[config.mk]
export PLATFORM = sky130hd
export DESIGN_NAME = integer_to_ascii_formatter_unit
export DESIGN_NICKNAME = d
export VERILOG_FILES = /design/src/itaf_pkg.sv /design/src/itaf_ctrl.sv /design/src/itaf_dpath.sv /design/src/integer_to_ascii_formatter_unit.sv
export SDC_FILE = /design/constraint.sdc
export NUM_CORES = 1
export LEC_CHECK = 0
export BUFFER_PORTS_ARGS = -buffer_cell sky130_fd_sc_hd__buf_4
export CORE_ASPECT_RATIO = 0.5
export CORE_MARGIN = 5
export CORE_UTILIZATION = 24
export CTS_BUF_LIST = sky130_fd_sc_hd__clkbuf_4
export CTS_CLUSTER_DIAMETER = 120
export DETAILED_ROUTE_END_ITERATION = 10
export GPL_TIMING_DRIVEN = 0
export PLACE_DENSITY_LB_ADDON = 0.05
export SLEW_MARGIN = 20
export SYNTH_ARGS = -nofsm -noshare
export SYNTH_HDL_FRONTEND = slang
export SYNTH_SLANG_ARGS = --single-unit
[constraint.sdc]
create_clock -name i_clk -period 11.05 [get_ports i_clk]
set_input_delay 1.105 -clock i_clk [delete_from_list [all_inputs] [get_ports i_clk]]
set_output_delay 1.105 -clock i_clk [all_outputs]
set_load 0.03 [all_outputs]
[src/itaf_pkg.sv]
// Shared types and constants for the integer-to-ASCII formatter.
// Holds mode codes, ASCII codes, the controller/datapath command and status
// structs, and the digit-to-character function. No dependencies.
`default_nettype none

package itaf_pkg;

    // Format mode codes
    localparam logic [2:0] MODE_SDEC = 3'd0;
    localparam logic [2:0] MODE_UDEC = 3'd1;
    localparam logic [2:0] MODE_HEXL = 3'd2;
    localparam logic [2:0] MODE_HEXU = 3'd3;
    localparam logic [2:0] MODE_PTR  = 3'd4;

    // Digit buffer geometry
    localparam int unsigned NUM_DIGITS = 16;
    localparam int unsigned DEC_DIGITS = 10;
    localparam int unsigned HEX_DIGITS = 8;
    localparam int unsigned BIN_BITS   = 32;

    // ASCII codes
    localparam logic [7:0] ASC_ZERO  = 8'h30;
    localparam logic [7:0] ASC_LOWA  = 8'h61;
    localparam logic [7:0] ASC_UPA   = 8'h41;
    localparam logic [7:0] ASC_MINUS = 8'h2D;
    localparam logic [7:0] ASC_X     = 8'h78;

    // Controller to datapath
    typedef struct packed {
        logic load;     // capture a new transaction
        logic dabble;   // one shift-and-adjust step of binary to BCD
        logic strip;    // drop one leading zero digit
        logic emit;     // load the output register and advance
    } t_cmd;

    // Datapath to controller
    typedef struct packed {
        logic strip_done;   // top digit nonzero or only one digit left
        logic emit_last;    // current character is the final one
    } t_sts;

    // Map one digit (0..15) to its ASCII code
    function automatic logic [7:0] digit_char(input logic [3:0] d, input logic upper);
        logic [7:0] base;
        begin
            base = upper ? ASC_UPA : ASC_LOWA;
            if (d < 4'd10) begin
                digit_char = ASC_ZERO + {4'd0, d};
            end else begin
                digit_char = base + {4'd0, d} - 8'd10;
            end
        end
    endfunction

endpackage

`default_nettype wire

[src/itaf_ctrl.sv]
// Controller state machine of the integer-to-ASCII formatter.
// Sequences load, binary-to-BCD conversion, zero stripping and emission.
// Depends on itaf_pkg.
`default_nettype none

module itaf_ctrl (
    input  wire logic          i_clk,
    input  wire logic          i_rst_n,
    input  wire logic          i_valid,
    input  wire logic [2:0]    i_mode,
    output logic               o_ready,
    output logic               o_valid,
    input  wire logic          i_ready,
    output itaf_pkg::t_cmd     o_cmd,
    input  wire itaf_pkg::t_sts i_sts
);
    import itaf_pkg::*;

    typedef enum logic [1:0] {
        S_IDLE,
        S_DAB,
        S_STRIP,
        S_EMIT
    } t_state;

    t_state     r_state, n_state;
    logic [4:0] r_step, n_step;
    logic       r_out_valid, n_out_valid;
    logic       accept, mode_ok, is_dec;

    assign o_ready = (r_state == S_IDLE);
    assign o_valid = r_out_valid;
    assign accept  = i_valid && o_ready;
    assign mode_ok = (i_mode <= MODE_PTR);
    assign is_dec  = (i_mode == MODE_SDEC) || (i_mode == MODE_UDEC);

    // Next state, commands and output-register valid
    always_comb begin
        n_state     = r_state;
        n_step      = r_step;
        o_cmd       = '0;
        o_cmd.emit  = 1'b0;
        n_out_valid = (r_out_valid && !i_ready) ? 1'b1 : 1'b0;
        case (r_state)
            S_IDLE: begin
                n_step = '0;
                if (accept && mode_ok) begin
                    o_cmd.load = 1'b1;
                    n_state    = is_dec ? S_DAB : S_STRIP;
                end
            end
            S_DAB: begin
                o_cmd.dabble = 1'b1;
                n_step       = r_step + 5'd1;
                if (r_step == 5'(BIN_BITS - 1)) begin
                    n_state = S_STRIP;
                end
            end
            S_STRIP: begin
                if (i_sts.strip_done) begin
                    n_state = S_EMIT;
                end else begin
                    o_cmd.strip = 1'b1;
                end
            end
            S_EMIT: begin
                // Advance when the output register is free or being drained
                if (!r_out_valid || i_ready) begin
                    o_cmd.emit  = 1'b1;
                    n_out_valid = 1'b1;
                    if (i_sts.emit_last) begin
                        n_state = S_IDLE;
                    end
                end
            end
            default: begin
                n_state = S_IDLE;
            end
        endcase
    end

    // Hold state and registered outputs
    always_ff @(posedge i_clk) begin
        if (!i_rst_n) begin
            r_state     <= S_IDLE;
            r_step      <= '0;
            r_out_valid <= 1'b0;
        end else begin
            r_state     <= n_state;
            r_step      <= n_step;
            r_out_valid <= n_out_valid;
        end
    end

endmodule

`default_nettype wire

[src/itaf_dpath.sv]
// Datapath of the integer-to-ASCII formatter: digit buffer, double-dabble
// step, leading-zero strip, character selection and output register.
// Depends on itaf_pkg.
`default_nettype none

module itaf_dpath (
    input  wire logic           i_clk,
    input  wire itaf_pkg::t_cmd i_cmd,
    input  wire logic [2:0]     i_mode,
    input  wire logic [63:0]    i_value,
    output itaf_pkg::t_sts      o_sts,
    output logic [7:0]          o_character,
    output logic                o_last,
    output logic [4:0]          o_char_count
);
    import itaf_pkg::*;

    logic [NUM_DIGITS-1:0][3:0] r_digits, n_digits;
    logic [BIN_BITS-1:0]        r_bin, n_bin;
    logic [4:0]                 r_ndig, n_ndig;
    logic [1:0]                 r_pre, n_pre;
    logic [4:0]                 r_total, n_total;
    logic                       r_upper, n_upper;
    logic                       r_ptr, n_ptr;
    logic [7:0]                 r_char;
    logic                       r_last;
    logic [4:0]                 r_count;

    logic [31:0]                low, mag;
    logic                       neg;
    logic [3:0]                 top_idx;
    logic [3:0]                 top_digit;
    logic [DEC_DIGITS-1:0][3:0] adj;
    logic [7:0]                 cur_char;
    logic                       cur_last;

    assign low       = i_value[31:0];
    assign neg       = (i_mode == MODE_SDEC) && low[31];
    assign mag       = neg ? (~low + 32'd1) : low;
    assign top_idx   = 4'(r_ndig - 5'd1);
    assign top_digit = r_digits[top_idx];

    // Add 3 to every BCD digit of 5 or more before the shift
    always_comb begin
        for (int i = 0; i < DEC_DIGITS; i++) begin
            adj[i] = (r_digits[i] >= 4'd5) ? (r_digits[i] + 4'd3) : r_digits[i];
        end
    end

    // Select the current character: prefix first, then digits
    always_comb begin
        if (r_pre != 2'd0) begin
            if (r_ptr) begin
                cur_char = (r_pre == 2'd2) ? ASC_ZERO : ASC_X;
            end else begin
                cur_char = ASC_MINUS;
            end
        end else begin
            cur_char = digit_char(top_digit, r_upper);
        end
        cur_last = (r_pre == 2'd0) && (r_ndig == 5'd1);
    end

    assign o_sts.strip_done = (r_ndig == 5'd1) || (top_digit != 4'd0);
    assign o_sts.emit_last  = cur_last;

    // Next values of the working registers
    always_comb begin
        n_digits = r_digits;
        n_bin    = r_bin;
        n_ndig   = r_ndig;
        n_pre    = r_pre;
        n_total  = r_total;
        n_upper  = r_upper;
        n_ptr    = r_ptr;
        if (i_cmd.load) begin
            n_upper = (i_mode == MODE_HEXU);
            n_ptr   = (i_mode == MODE_PTR);
            n_bin   = mag;
            case (i_mode)
                MODE_SDEC, MODE_UDEC: begin
                    n_digits = '0;
                    n_ndig   = 5'(DEC_DIGITS);
                    n_pre    = neg ? 2'd1 : 2'd0;
                end
                MODE_HEXL, MODE_HEXU: begin
                    n_digits = {32'd0, low};
                    n_ndig   = 5'(HEX_DIGITS);
                    n_pre    = 2'd0;
                end
                MODE_PTR: begin
                    n_digits = i_value;
                    n_ndig   = 5'(NUM_DIGITS);
                    n_pre    = 2'd2;
                end
                default: begin
                    n_digits = '0;
                    n_ndig   = 5'd1;
                    n_pre    = 2'd0;
                end
            endcase
            n_total = n_ndig + {3'd0, n_pre};
        end else if (i_cmd.dabble) begin
            // Shift the BCD digits left one bit; the top digit never exceeds 4
            n_digits[DEC_DIGITS-1:0] = {adj[DEC_DIGITS-1][2:0], adj[DEC_DIGITS-2:0],
                                        r_bin[BIN_BITS-1]};
            n_bin                    = {r_bin[BIN_BITS-2:0], 1'b0};
        end else if (i_cmd.strip) begin
            n_ndig  = r_ndig - 5'd1;
            n_total = r_total - 5'd1;
        end else if (i_cmd.emit) begin
            if (r_pre != 2'd0) begin
                n_pre = r_pre - 2'd1;
            end else begin
                n_ndig = r_ndig - 5'd1;
            end
        end
    end

    // Hold working registers and the output register
    always_ff @(posedge i_clk) begin
        r_digits <= n_digits;
        r_bin    <= n_bin;
        r_ndig   <= n_ndig;
        r_pre    <= n_pre;
        r_total  <= n_total;
        r_upper  <= n_upper;
        r_ptr    <= n_ptr;
        if (i_cmd.emit) begin
            r_char  <= cur_char;
            r_last  <= cur_last;
            r_count <= cur_last ? r_total : 5'd0;
        end
    end

    assign o_character  = r_char;
    assign o_last       = r_last;
    assign o_char_count = r_count;

endmodule

`default_nettype wire

[src/integer_to_ascii_formatter_unit.sv]
// Top level of the integer-to-ASCII formatter.
// Instantiates itaf_ctrl and itaf_dpath; depends on itaf_pkg.
//
//  channel | signals                                   | dir | meaning
//  --------+-------------------------------------------+-----+---------------------------
//  input   | i_valid, o_ready, i_mode, i_value         | in  | one value and format mode
//  output  | o_valid, i_ready, o_character, o_last,    | out | one ASCII character per
//          | o_char_count                              |     | transfer
//
// Steps: a decimal value takes a load, 32 double-dabble steps, one strip per dropped
// leading zero, a check of the top digit and one emit per character; dropped zeros and
// characters together cover 10 digits plus the sign.
// Hex takes a load, the strips, the check and the emits, with no double-dabble steps;
// dropped zeros and characters cover 8 digits, or 16 digits plus the 0x prefix for a pointer.
// Modes 5 to 7 are accepted and give no characters.
// Reset (synchronous, active low) returns the controller to idle and empties the
// output register. A stalled output holds the character and pauses emission.
`default_nettype none

module integer_to_ascii_formatter_unit (
    input  wire logic        i_clk,
    input  wire logic        i_rst_n,
    input  wire logic        i_valid,
    output logic             o_ready,
    input  wire logic [2:0]  i_mode,
    input  wire logic [63:0] i_value,
    output logic             o_valid,
    input  wire logic        i_ready,
    output logic [7:0]       o_character,
    output logic             o_last,
    output logic [4:0]       o_char_count
);
    import itaf_pkg::*;

    t_cmd cmd;
    t_sts sts;

    itaf_ctrl u_ctrl (
        .i_clk   (i_clk),
        .i_rst_n (i_rst_n),
        .i_valid (i_valid),
        .i_mode  (i_mode),
        .o_ready (o_ready),
        .o_valid (o_valid),
        .i_ready (i_ready),
        .o_cmd   (cmd),
        .i_sts   (sts)
    );

    itaf_dpath u_dpath (
        .i_clk        (i_clk),
        .i_cmd        (cmd),
        .i_mode       (i_mode),
        .i_value      (i_value),
        .o_sts        (sts),
        .o_character  (o_character),
        .o_last       (o_last),
        .o_char_count (o_char_count)
    );

endmodule

`default_nettype wire
==> results.toml <==
[final_layout]
multiInputGateArea_um2 = 3660
area_delta_synth_final_pct = 19.7
fillers = 3372
finalNetCount = 956
regArea_um2 = 3850
drive_above_1_share_pct = 18.2

[critical_path]
max_stage_delay_ns = 0.57
r2r_slack_ns = 6.85
crit_top_cell = "ha_1"
r2r_start = "u_dpath.r_ndig[0]"
cp-start-kind = "flop"
cp_slowest_cell = "a21oi_1"
cp_max_fo = 10
worstSetupEndpointType = "flop"
crit_arrival_ns = 4.45
required_ns = 11.30
cp-endpoint = "u_dpath.r_total[4]"
path_cells = "buf_6 > clkbuf_8 > inv_1 > ha_1 > xnor2_2 > mux2i_1 > a221oi_2 > a31oi_2 > ha_1 > and3_1 > nand3_1 > a21oi_1"
crit_type = "reg2reg"
startpoint = "u_dpath.r_ndig[0]"
timing.rr.end = "u_dpath.r_total[4]"
r2r_cells = 12

[clocking]
h-tree-depth = 4
cts.clk_slew.worst_paths_ns = 0.13
clkLatencyLatePin_ns = 0.62
cts_tree = "yes"
post_cts_buffers = 0
numCtsBuffers = 17
hold_buffers = 0
cts_buffer_depth = 2
cts.sinks = 131
cts-resized-gates = 0
cts-root-buf = "clkbuf_4"

[floorplanning]
row_count = 46
dieArea_um2 = 36600
die_width_um = 266
initial_core_util_pct = 24.5
core_area_um2 = 31900
dieHeight_um = 138
ios = 87

[sta]
fmax_ghz = 0.238
min_period_ns = 4.20
worst_slew_pin_slew_ns = 0.874
rsz0062_at_grt = "false"
finalSetupViolCount = 0
maxSlewHeadroom_pct = 41.3
drv_slew = 0
fin_crit_sh_pct = 38.0
clock-skew-final_ns = 0.0363
whs_ns = 0.506
fin_tns_setup_ns = 0
finalHoldViolCount = 0

[detailed_routing]
drt_first_pass_iters = 4
wl_um = 23900
wl_met3_um = 912
first_iter_violations = 357
met2WireLength_um = 10200
wirelength_met1_um = 12600
drc = 0
wl_per_cell_um = 18.5
vias = 5856
ant_nets = 0
via_per_inst = 4.53
routed.top_layer = "met4"

[logic_synthesis]
synth_nets = 851
syn_inst = 743
synthFlopType = "edfxtp_1"
seq_area_frac_synth_pct = 49.2
synthArstFlopShare_pct = 0
ys_ff_latch = 131
synth_largest_type_area_fraction_pct = 47.1
synth_top_cell_by_area = "edfxtp_1"
syn_area_um2 = 7840
ys_warn_count = 0
synth_edf_count = 123
synth_area_per_cell_um2 = 10.5
synthTopCellsByArea = "edfxtp_1 47%, ha_1 5.7%, o21ai_0 5.4%"
synth_cell_type_count = 65

[grt]
grt_pass1_vias = 5934
grt_use_total_pct = 13.4
grt_pass1_wl_um = 36300
overflow = 0
grt_start_max_net_pins = 47
antenna_found_initial = 1

[pwr]
p_sw_uw = 917
leakagePower_nw = 3.50
switching_share_pct = 40.0
internal_power_mw = 1.37
power_density_nw_per_um2 = 244
combPwrFrac_pct = 44.8
peakVddDrop_mv = 0.0845
p_seq_share_pct = 38.5
pwr-share-clk_pct = 16.7

[run]
maxCapViolCount = 0

[outcome]
status = "finished, final reports clean"

[placed_design]
place.gp.congestion = 0.769
portBuffers = 84
dp_hpwl_um = 17800

[min_path]
hp-class = "reg2reg"
-- stage by stage --
| step | total power [mW] | setup WS (ns) | cell area (um^2) | std cells | util, % |
|---|---|---|---|---|---|
| after CTS | 2.33 | 6.81 | 9380 | 1293 | 29.4 |
| after global placement | 1.93 | 4.79 | 9010 | 1259 | 28.2 |
| final | 2.29 | 6.85 | 9380 | 1294 | 29.4 |
| after floorplan | 1.60 | 7.01 | 7840 | 743 | - |
| after detailed placement | 1.93 | 6.54 | 9060 | 1261 | 28.4 |
| after global routing | 2.48 | 6.55 | 9380 | 1294 | 29.4 |
-- area by class of cell --
| type | instances | share of cell area, % |
|---|---|---|
| flip-flops and latches | 131 | 41.1 |
| plain buffers | 34 | 1.84 |
| clock inverters | 12 | 1.75 |
| multi-input cells | 535 | 39.0 |
| clock buffers | 20 | 1.60 |
| well taps | 432 | 5.76 |
| repair buffers | 86 | 7.23 |
| inverters | 43 | 1.72 |
| diodes | 1 | 0.0267 |
-- registers in the layout, summed over array words and instances, names as in the netlist --
signal / flops
u_ctrl.r_step: 5
u_dpath.o_last: 1
u_dpath.r_total: 5
u_dpath.r_ptr: 1
u_dpath.o_char_count: 5
u_ctrl.o_valid: 1
u_dpath.o_character: 7
u_dpath.r_upper: 1
u_ctrl.r_state: 2
u_dpath.r_pre: 2
u_dpath.r_digits: 64
u_dpath.r_ndig: 5
u_dpath.r_bin: 32
-- worst max-delay path, delay by kind of cell, from the launching register on --
family,cells,cell delay [ns]
AOI/OAI and AO/OA,3,1.20
xor gates and xnor gates,1,0.53
adders and majority gates,2,0.53
buffers and inverters,3,0.58
DFF,1,0.40
muxes,1,0.29
and+or+nand+nor,2,0.31
-- cells in the final DEF (no fill, tap or decap), types with 7 or more instances in the layout --
| master | n |
|---|---|
| o21ai_0 | 84 |
| inv_1 | 42 |
| a31oi_1 | 8 |
| nor3_1 | 9 |
| mux2i_1 | 7 |
| nor3b_1 | 14 |
| buf_4 | 85 |
| edfxtp_1 | 123 |
| nor2_1 | 39 |
| o31ai_1 | 16 |
| ha_1 | 36 |
| and3_1 | 28 |
| nand2b_1 | 14 |
| xor2_1 | 27 |
| nand2_1 | 91 |
| and2_1 | 7 |
| clkbuf_4 | 21 |
| dfxtp_1 | 8 |
| a21oi_1 | 52 |
| clkbuf_1 | 25 |
| mux4_2 | 12 |
| xnor2_1 | 27 |
-- power groups by stage --
| stage | Clock [mW] | Sequential, mW | Combinational (mW) |
|---|---|---|---|
| 6_report | 0.382 | 0.882 | 1.03 |
| 3_3_place_gp | 0 | 0.912 | 1.02 |
| 5_1_grt | 0.423 | 0.903 | 1.16 |
| 2_1_floorplan | 0 | 0.864 | 0.734 |
| 3_5_place_dp | 0 | 0.895 | 1.04 |
| 4_1_cts | 0.399 | 0.884 | 1.04 |
-- worst min path at each step --
stage                            from           endpoint  cells after the start
detailed placement  u_ctrl.r_state[1]  u_ctrl.r_state[1]                      2
finish              u_ctrl.r_state[1]  u_ctrl.r_state[1]                      2
CTS                 u_ctrl.r_state[1]  u_ctrl.r_state[1]                      2
global placement    u_ctrl.r_state[1]  u_ctrl.r_state[1]                      2
floorplan           u_ctrl.r_state[1]  u_ctrl.r_state[1]                      2
global route        u_dpath.r_bin[17]  u_dpath.r_bin[18]                      2
-- synth_stat cells, types with 3 or more instances --
cell type / count
or3_1: 4
edfxtp_1: 123
nor2b_1: 6
mux2i_1: 7
a22o_1: 4
mux4_2: 12
o21ai_0: 84
nand3_1: 6
a31oi_1: 8
xor2_1: 27
xnor2_1: 27
ha_1: 36
nor3_1: 9
clkbuf_1: 26
dfxtp_1: 8
inv_1: 42
nand2b_1: 15
nand2_1: 91
nor3b_1: 14
and3_1: 28
o31ai_1: 16
and2_1: 7
a21oi_1: 52
nor2_1: 39
nor4_2: 3
-- per-layer routing --
layer | global-route usage, % | up-vias
met5 | 0 | -
met4 | 2.50 | 0
li1 | - | 2905
met1 | 19.4 | 2851
met3 | 3.87 | 12
met2 | 19.9 | 88
-- logic make-up after synthesis --
| kind of cell | synth area share (%) |
|---|---|
| and+or+nand+nor | 15.4 |
| AOI/OAI and AO/OA | 13.8 |
| DFF | 49.2 |
| buffers and inverters | 4.25 |
| xor gates and xnor gates | 6.24 |
| adders and majority gates | 6.00 |
| muxes | 5.01 |
| other | 0.0479 |
(Power assumes the default switching activity.)
